**src/rtl/dcq_ram.sv**
```systemverilog
module dcq_ram #(
	parameter int WIDTH = 8,
	parameter int DEPTH = 16,
	localparam int AW = $clog2(DEPTH)
) (
	input  logic             clk,
	input  logic             we,
	input  logic [AW-1:0]    waddr,
	input  logic [WIDTH-1:0] wdata,
	input  logic             re,
	input  logic [AW-1:0]    raddr,
	output logic [WIDTH-1:0] rdata
);

	logic [WIDTH-1:0] mem_q [DEPTH];

	always_ff @(posedge clk) begin
		if (we) begin
			mem_q[waddr] <= wdata;
		end
		if (re) begin
			rdata <= mem_q[raddr];
		end
	end

endmodule

```
**config.mk**
```make
export PLATFORM = sky130hd
export DESIGN_NAME = dcq_ram
export DESIGN_NICKNAME = d
export VERILOG_FILES = /design/src/rtl/dcq_ram.sv
export SDC_FILE = /design/constraint.sdc
export NUM_CORES = 1
export LEC_CHECK = 0
export ABC_AREA = 1
export BUFFER_PORTS_ARGS = -buffer_cell sky130_fd_sc_hd__clkbuf_2
export CORE_UTILIZATION = 65
export DETAILED_ROUTE_END_ITERATION = 12
export PLACE_DENSITY = 0.94
export RECOVER_POWER = 50
export SYNTH_ARGS = -nofsm -noshare
export SYNTH_HDL_FRONTEND = slang
export SYNTH_SLANG_ARGS = --single-unit
```
**constraint.sdc**
```tcl
create_clock -name clk -period 3.5 [get_ports clk]
set_clock_uncertainty 0.2 [all_clocks]
set_input_delay 0.7 -clock clk [delete_from_list [all_inputs] [get_ports clk]]
set_output_delay 0.7 -clock clk [all_outputs]
set_load 0.03 [all_outputs]
```
After elaboration in Yosys (flattened, before gate mapping) --
Memories as Yosys holds them, arrays and structs flattened. A register that Yosys moved wholly into a read port is not among the register bits. Index checks and enable logic that the tools add are counted.
Storage, ports and cells: word-level logic and storage cells 3, bits of input ports 19, memories 1, register bits after elaboration 0, output and inout port bits 8, bits in writable memories 128
Memories:
- mem_q | words 16, bits a word 8, read ports 1, clocked after Yosys merged registers in 1, wr ports 1, RTL line 15 | logic [WIDTH-1:0] mem_q [DEPTH];
Cells by class: mux-type cells 2
Operators with widths (number):
- 1-bit two-way mux | 2

Depth between registers and ports, before layout --
Gate-level depths: netlist of run 1.
depth in word-level cells 2, gate-level depth with buffers 8, gate-level depth less buffers 7

Worst setup path after synthesis of run 1 --
Ideal clock, no wire load.
kind input to register, start point input waddr[2], end point memory mem_q[10][0] (enable), path buffers 0, required time 2.930 ns, stages on the path 2, path slack 1.649 ns, arrival time 1.281 ns, setup time 0.370 ns, cells stage by stage nand3b_1 -> nor2_1
RTL lines:
- from (decl) | RTL line 8 | input logic [AW-1:0] waddr,
- to (decl) | RTL line 15
No word-level cell before the write port.

==> results of run 1 <==
==> flip-flops by register name (all words and copies together), names as in the netlist <==
signal and cells:
mem_q 128, rdata 8
==> power breakdown <==
group | switching, mW | total (mW) | leakage, nW | internal [mW]
Sequential | 0.0114 | 1.85 | 1.24 | 1.84
Combinational | 0.170 | 0.225 | 1.28 | 0.0545
Clock | 0.675 | 1.91 | 0.300 | 1.23
==> cells by family after synthesis <==
kind of cell / count (synthesis) / share of synthesized area (%)
buffers and inverters: 126 / 9.394
flip-flops: 136 / 69.85
AND/OR/NAND/NOR: 289 / 20.76
==> worst reg2reg max path, stage by stage (launching register included) <==
cell      delay, ps
edfxtp_1        360
inv_1            60
nand2_1          50
nand3_1         130
nand3_1         150
nand3_1         170
nand2_1          90
==> worst max path at each step <==
stage,from,to,slack [ps],cells after the start
final,raddr[1],rdata[7],1210,6
after global routing,raddr[1],rdata[7],1110,6
after CTS,raddr[1],rdata[7],1310,6
after detailed placement,raddr[1],rdata[3],860,6
after global placement,raddr[1],rdata[7],870,6
after floorplan,waddr[2],mem_q[10][0],1650,2
==> layer usage <==
layer	vias to the layer above	share of wire, %
met3	29	8.2
met5	-	0
li1	1833	-
met4	0	2.8
met2	200	48
met1	1850	41
==> Yosys cell counts <==
master	instances
nand2_1	173
inv_2	2
inv_1	100
buf_4	4
nand3_1	97
edfxtp_1	136
nand3b_1	2
buf_6	6
nor2_1	17
buf_1	1
buf_2	13
==> metrics by stage <==
stage               area, sq um  power, mW
finish                     6594      3.978
global route               6594      4.088
CTS                        6606      3.989
detailed placement         5968      2.100
global placement           5968      2.093
floorplan                  5847      2.022
==> layout make-up <==
cell class                 count  area (sq um)  area share (%)
clock inverter                15         224.0           3.397
timing repair buffer          29         140.1           2.125
multi-input combinational    289          1214           18.41
inverter                     102         382.9           5.806
clock buffer                  17         414.1           6.281
tap                          108         135.1           2.049
sequential                   136          4084           61.94
==> metrics.cfg, run 1 <==
[outcome]
status=complete, no violations

[synthesis]
seq_area_frac_synth_pct=69.85
avgSynthCellArea_sq_um=10.61
synth_top_cell_by_area=edfxtp_1
ys_ff_latch=136
yosysUniqueCellTypes=11
synth.cell_area_sq_mm=0.005847
synth_area_leaders=edfxtp_1 (70%), nand2_1 (11%), nand3_1 (8.3%), inv_1 (6.4%), buf_6 (1.2%)
synth_warnings=0
synth_top_area_share_pct=69.85
synth_nets=570
syn_inst=551

[critical_path]
cp.required_ps=3560
cp_num_buf_inv=2
crit_type=primary input to flip-flop
crit_path_start_kind=primary input
crit_family=buffers and inverters
cp_slowest_cell=clkbuf_2
worstReg2RegEnd=rdata[7]
cp-end-kind=flip-flop
crit_path_frequent_cell=nand3_1
r2r.worst_path.cells=6
r2r_slack_ps=2040
arrival_ps=2350
reg2reg_from=mem_q[13][7]
crit_fanout=33
cpPeakStageDelay_ps=550
path_cells=clkbuf_2 -> inv_2 -> nand3_1 -> nand3_1 -> nand3_1 -> nand2_1

[hold_path]
hp-class=primary input to flip-flop
hp-start=re
hold_depth=1
hold_path_end=rdata[5]

[final_layout]
most-common-layout-cells=nand2_1 (173), edfxtp_1 (136), inv_1 (100), nand3_1 (97), nor2_1 (17)
nNetsFinal=594
fin_util_pct=75.61
n_fill_cell=548
synthToLayoutAreaGrowth_pct=12.78
fin_cells=696
final_common_cell=nand2_1
antennaDiodeCount=0
drive_gt1_share_pct=8.673

[clock_tree]
cts-buffers-inserted=17
holdBufCountCts=0
htree_levels=4
post_cts.repair.setup_buffers=0
ctsRootBufferMaster=clkbuf_8
cts_tree=yes
ctsResizeCount=0
cts_buffer_depth=2
clkTransAtPathRegs_ps=60
cts_sinks=136
clock_latency_ps=520

[global_routing]
gr-total-overflow=0
antenna_found_initial=0
top_usage_layer=met2
grt_usage_pct=29.38
met3_usage_pct=6.575
grt_max_degree=65
first_global_vias=3879
use_met1_pct=40.68
grtUsageMet2_pct=45.23
grt_pass1_wl_um=20190

[sta]
finalHoldViolations=0
worst_pin_slew_ps=1016
max_freq_mhz=437.2
setup_tns_ps=0
rsz0062_at_grt=no
max_slew_margin_pct=32.24
setup_slack_ps=1213
period_share_pct=65.35
slew_violations=0
timing.hold.ws_ps=437.8
fin_crit_ps=2287
setup_viol=0

[place]
place_ws_ps=857.2
post-dp-hpwl_um=7604
port_buffers=26
gp_congestion=0.9816
dp_cells=664

[floorplan]
initial_core_util_pct=67.04
die_area_sq_mm=0.009378
core_area_sq_mm=0.008721
io_pins=27
die_h_um=96.84
die_w_um=96.84
rows=34

[detailed_routing]
antenna_left=0
drtIter0Drc=433
wl_um=12820
vias=3912
drt-vias-per-instance=5.621
remaining_drc_errors=0
routedWlPerCell_um=18.42
first_pass_iters=5

[pwr]
leakagePower_nw=2.820
powerDensity_mw_per_mm2=603.3
peakVddDrop_mv=0.4844

[run]
cap_violations=0

Note: power is estimated with default switching activity, not from simulation.
==> run 2: changes to the inputs <==
CORE_UTILIZATION = 61   (was 65)
PLACE_DENSITY = 0.89   (was 0.94)
clock period = 2.4 ns   (was 3.5 ns; I/O delays follow)
==> metrics.cfg, run 2 (synthesis gave the netlist of run 1 again) <==
[place]
place_ws_ps=294.8  ; -562.4 ps
placed_cell_area_sq_mm=0.006107  ; +2.3%
port_buffers=26  ; unchanged
post-dp-hpwl_um=8287  ; +9.0%
gp_congestion=0.9334  ; -4.9%

[critical_path]
crit_fanout=1  ; -97%
cp.required_ps=1720  ; -1840 ps
r2r.worst_path.cells=6  ; unchanged
cp_num_buf_inv=1  ; -1
worstReg2RegEnd=rdata[6]
cp-end-kind=output port
arrival_ps=1160  ; -1190 ps
cp_slowest_cell=edfxtp_1
crit_family=flip-flops
crit_path_start_kind=flip-flop
r2r_slack_ps=970  ; -1070 ps
path_cells=clkbuf_2
reg2reg_from=mem_q[1][6]
cpPeakStageDelay_ps=430  ; -120 ps
cp-startpoint=rdata[0]
crit_type=flip-flop to output port

[global_routing]
grt_max_degree=38  ; -42%
gr-total-overflow=0  ; unchanged
first_global_vias=4097  ; +5.6%
antenna_found_initial=0  ; unchanged
grt_pass1_wl_um=21410  ; +6.0%
grt_usage_pct=30.05  ; +0.67 points

[detailed_routing]
wl_um=13710  ; +6.9%
drt-vias-per-instance=5.687  ; +1.2%
routedWlPerCell_um=18.75  ; +1.8%
antenna_left=0  ; unchanged
vias=4157  ; +6.3%
drtIter0Drc=522  ; +21%
first_pass_iters=5  ; unchanged
remaining_drc_errors=0  ; unchanged

[sta]
finalHoldViolations=0  ; unchanged
timing.hold.ws_ps=237.4  ; -200.4 ps
setup_tns_ps=0  ; unchanged
period_share_pct=76.86
rsz0062_at_grt=no
worst_pin_slew_ps=877.0  ; -139.4 ps
slew_violations=0  ; unchanged
setup_slack_ps=555.3  ; -657.3 ps
setup_viol=0  ; unchanged
max_freq_mhz=542.1
max_slew_margin_pct=41.53  ; +9.3 points
fin_crit_ps=1845

[clock_tree]
ctsRootBufferMaster=clkbuf_8
cts_sinks=136  ; unchanged
cts-buffers-inserted=17  ; unchanged
cts_tree=yes
clkTransAtPathRegs_ps=60  ; about the same
clock_latency_ps=530  ; about the same
htree_levels=4  ; unchanged
post_cts.repair.setup_buffers=0  ; unchanged
cts_buffer_depth=2  ; unchanged
ctsResizeCount=0  ; unchanged
holdBufCountCts=0  ; unchanged

[hold_path]
hold_depth=3  ; +2
hold_path_end=rdata[7]
hp-class=primary input to flip-flop
hp-start=raddr[3]

[pwr]
peakVddDrop_mv=0.6575  ; +36%
powerDensity_mw_per_mm2=831.6  ; +38%
leakagePower_nw=2.865  ; +1.6%

[floorplan]
initial_core_util_pct=62.98  ; -4.1 points
rows=35  ; +2.9%
io_pins=27  ; unchanged
core_area_sq_mm=0.009284  ; +6.5%
die_w_um=99.91  ; +3.2%
die_area_sq_mm=0.009981  ; +6.4%
die_h_um=99.91  ; +3.2%

[final_layout]
largest_register_ffs=128  ; unchanged
final_common_cell=nand2_1
largest_registers=mem_q (128), rdata (8)
regMostFlops=mem_q
drive_gt1_share_pct=9.967  ; +1.3 points
nNetsFinal=609  ; +2.5%
most-common-layout-cells=nand2_1 (173), edfxtp_1 (136), inv_1 (100), nand3_1 (97)
stdcell_area_sq_mm=0.006649  ; +0.84%
synthToLayoutAreaGrowth_pct=13.72
antennaDiodeCount=0  ; unchanged

[run]
cap_violations=0  ; unchanged

[outcome]
status=complete, no violations

==> run 2: metrics by stage <==
stage          util, %  cells  power [mW]
2_1_floorplan        -    551       2.948
3_3_place_gp     65.78    700       3.056
3_5_place_dp     65.78    700       3.071
4_1_cts          71.79    731       5.531
5_1_grt          71.62    731       5.658
6_report         71.62    731       5.529
==> run 2: area by class of cell <==
cell class	instances	area, sq um
multi-input cells	289	1214
well taps	129	161.4
fillers	604	2635
inverters	102	382.9
clock inverters	10	128.9
clock buffers	21	429.2
repair buffers	44	249.0
flip-flops and latches	136	4084
==> run 2: where the power goes <==
group,switching [mW],internal [mW]
Clock,0.928,1.56
Sequential,0.0167,2.68
Combinational,0.256,0.0864
Total,1.20,4.33
==> run 2: metal layers <==
| metal | wire [um] | GRT usage (%) | vias to the layer above |
|---|---|---|---|
| li1 | - | - | 1860 |
| met4 | 656 | 17.99 | 0 |
| met1 | 4811 | 37.04 | 1906 |
| met3 | 1471 | 7.521 | 68 |
| met5 | 0 | 0 | - |
| met2 | 6765 | 48.44 | 323 |
==> run 2: worst register-to-register path: stages (launching register included) <==
cell      delay (ps)
edfxtp_1         390
inv_1             80
nand2_1           60
nand3_1          120
nand3_1          150
nand3_1          130
nand2_1           60
==> run 2: how the worst max path moves through the flow <==
stage | endpoint | cells past startpoint
after global placement | rdata[7] | 8
after global routing | rdata[1] | 1
after floorplan | mem_q[10][0] | 2
after CTS | rdata[1] | 1
after detailed placement | rdata[7] | 6
final | rdata[0] | 1
==> run 3: changes to the inputs <==
ABC_AREA = 0   (was 1)
CORE_UTILIZATION = 54   (was 61)
PLACE_DENSITY = 0.84   (was 0.89)
clock period = 1.51 ns   (was 2.4 ns; I/O delays follow)
==> metrics.cfg, run 3 <==
[place]
post-dp-hpwl_um=6686  ; -19%
dp_cells=408  ; -42%
port_buffers=26  ; unchanged
gp_congestion=0.7720  ; -17%

[detailed_routing]
remaining_drc_errors=0  ; unchanged
drtIter0Drc=250  ; -52%
wl_um=11110  ; -19%
routedWlPerCell_um=25.18  ; +34%
antenna_left=0  ; unchanged
first_pass_iters=5  ; unchanged
drt-vias-per-instance=6.034  ; +6.1%
vias=2661  ; -36%

[sta]
setup_slack_ps=-147.2  ; -702.5 ps
setup_tns_ps=-1647  ; -1647 ps
finalHoldViolations=0  ; unchanged
setup_viol=16  ; +16
slew_violations=0  ; unchanged
fin_crit_ps=1657
period_share_pct=109.7
timing.hold.ws_ps=130.8  ; -106.6 ps
max_freq_mhz=603.4
rsz0062_at_grt=yes
max_slew_margin_pct=36.24  ; -5.3 points
worst_pin_slew_ps=954.5  ; +77.42 ps

[pwr]
leakagePower_nw=2.138  ; -25%
power.total_mw=8.888  ; +61%
powerDensity_mw_per_mm2=1377  ; +66%
comb_power_share_pct=5.9  ; -0.3 points
internal-power_mw=7.015  ; +62%
swShare_pct=21.08  ; -0.64 points
p_seq_share_pct=48.3  ; -0.4 points
peakVddDrop_mv=0.8124  ; +24%
clkPwrFrac_pct=45.8  ; +0.7 points
power.switching_mw=1.873  ; +56%

[floorplan]
core_area_sq_mm=0.009328  ; +0.47%
die_h_um=100.4  ; +0.49%
io_pins=27  ; unchanged
rows=35  ; unchanged
die_area_sq_mm=0.01008  ; +0.97%
initial_core_util_pct=56.04  ; -6.9 points
die_w_um=100.4  ; +0.49%

[clock_tree]
cts-buffers-inserted=17  ; unchanged
cts_sinks=136  ; unchanged
cts_buffer_depth=2  ; unchanged
clkTransAtPathRegs_ps=60  ; about the same
htree_levels=4  ; unchanged
post_cts.repair.setup_buffers=0  ; unchanged
cts_tree=yes
ctsRootBufferMaster=clkbuf_8
clock_latency_ps=520  ; about the same

[hold_path]
hp-class=primary input to flip-flop

[critical_path]
cp_slowest_cell=mux4_2
cp.required_ps=1570  ; -150 ps
crit_type=flip-flop to flip-flop
cp-end-kind=flip-flop
cpPeakStageDelay_ps=490  ; +60 ps
path_cells=mux4_2 -> a22oi_2 -> nand2_1
crit_path_start_kind=flip-flop
crit_fanout=1  ; unchanged
arrival_ps=1710  ; +550 ps

[final_layout]
nNetsFinal=318  ; -48%
regMostFlops=mem_q
final_common_cell=edfxtp_1
synthToLayoutAreaGrowth_pct=23.48
largest_registers=mem_q (128), rdata (8)
antennaDiodeCount=0  ; unchanged
fin_cells=441  ; -40%
drive_gt1_share_pct=40.71  ; +31 points
most-common-layout-cells=edfxtp_1 (136), mux4_2 (32), buf_4 (26), clkbuf_16 (16), clkbuf_1 (12)
largest_register_ffs=128  ; unchanged

[global_routing]
gr-total-overflow=0  ; unchanged
grt_usage_pct=24.38  ; -5.7 points
use_met1_pct=32.88  ; -4.2 points
antenna_found_initial=0  ; unchanged
grtUsageMet2_pct=39.09  ; -9.3 points
top_usage_layer=met2
first_global_vias=2687  ; -34%
met3_usage_pct=5.850  ; -1.7 points
grt_pass1_wl_um=16500  ; -23%
grt_max_degree=17  ; -55%

[synthesis]
synth.cell_area_sq_mm=0.005228  ; -11%
synth_top_area_share_pct=78.12  ; +8.3 points
synth_edf_count=136  ; unchanged
synth_area_leaders=edfxtp_1 (78%), mux4_2 (7.8%), mux4_1 (7.0%), a22oi_1 (2.3%), nor2_1 (0.93%)
avgSynthCellArea_sq_um=22.83  ; +120%
ys_top_cells_by_count=edfxtp_1 (136), mux4_2 (18), a22oi_1 (16), mux4_1 (14), nor2_1 (13)
synth_most_common_cell=edfxtp_1
ys_ff_latch=136  ; unchanged
synth_nets=248  ; -56%
synth_warnings=0  ; unchanged
synth_top_cell_by_area=edfxtp_1
async_flop_share_pct=0  ; unchanged
seq_area_frac_synth_pct=78.12  ; +8.3 points
syn_inst=229  ; -58%
ys.flop_type=edfxtp_1
yosysUniqueCellTypes=18  ; +7

[outcome]
status=finished with violations
violations=negative setup slack

[run]
cap_violations=0  ; unchanged

run 3: changes by cell type after synthesis, sizes merged, moves of 2 or more:
cell | previous run | this run
a22oi | 0 | 16
buf | 24 | 7
clkdlybuf4s25 | 0 | 3
inv | 102 | 0
mux4 | 0 | 32
nand2 | 173 | 9
nand2b | 0 | 2
nand3 | 97 | 1
nor2 | 17 | 13
nor3 | 0 | 4
run 3: cell type report:
class / count / area (sq um)
Tap cell: 129 / 161.4
Clock buffer: 18 / 417.9
Sequential cell: 136 / 4084
Timing Repair Buffer: 61 / 526.8
Fill cell: 547 / 2873
Clock inverter: 14 / 173.9
Multi-Input combinational cell: 83 / 1091
run 3: worst paths after layout:
kind / from / end / slack, ps / cells after the start
min: wdata[2] / mem_q[4][2] / 130 / 1
max reg2reg: mem_q[1][2] / rdata[2] / -150 / 3
max: mem_q[1][2] / rdata[2] / -150 / 3
min reg2reg: mem_q[11][0] / rdata[0] / 570 / 3
run 3: critical path: cells and delay by family, from the launching register on:
kind / cells / cell delay, ps
multiplexers: 1 / 490
AO/OA/AOI/OAI: 1 / 210
AND/OR/NAND/NOR: 1 / 100
flip-flops: 1 / 400
run 3: cells by family (layout without fill, tap and decap cells):
kind of cell / after synthesis / in the layout / share of synthesized area, %
flip-flops: 136 / 136 / 78.12
multiplexers: 32 / 32 / 14.79
buffers and inverters: 10 / 93 / 1.651
AO/OA/AOI/OAI: 16 / 16 / 2.298
AND/OR/NAND/NOR: 35 / 35 / 3.136
run 3: layer usage:
metal  up-vias  routed length, um
met4         0                283
met5         -                  0
li1       1104                  -
met1      1374               4412
met3        28                795
met2       155               5614
run 3: power by group through the flow:
stage	clock, mW	sequential [mW]	combinational [mW]
after detailed placement	0	4.36	0.471
after CTS	4.11	4.29	0.522
final	4.07	4.29	0.521
after floorplan	0	4.39	0.241
after global routing	4.27	4.30	0.552
after global placement	0	4.35	0.454
run 3: through the flow:
step / cell area, sq um / util, % / setup slack [ps]
finish: 6455 / 69.20 / -147.2
global placement: 5766 / 61.81 / -525.0
detailed placement: 5766 / 61.81 / -545.0
floorplan: 5264 / - / -192.4
CTS: 6459 / 69.24 / -182.2
global route: 6455 / 69.20 / -179.5
run 3: what timing repair did:
| action | CTS | global route |
|---|---|---|
| setup endpoints to repair | 16 | 16 |
| hold buffers | 0 | 1 |
| pin swaps | 1 | 0 |
| endpoints found under the hold margin | 0 | 1 |
| gates resized for setup | 24 | 4 |
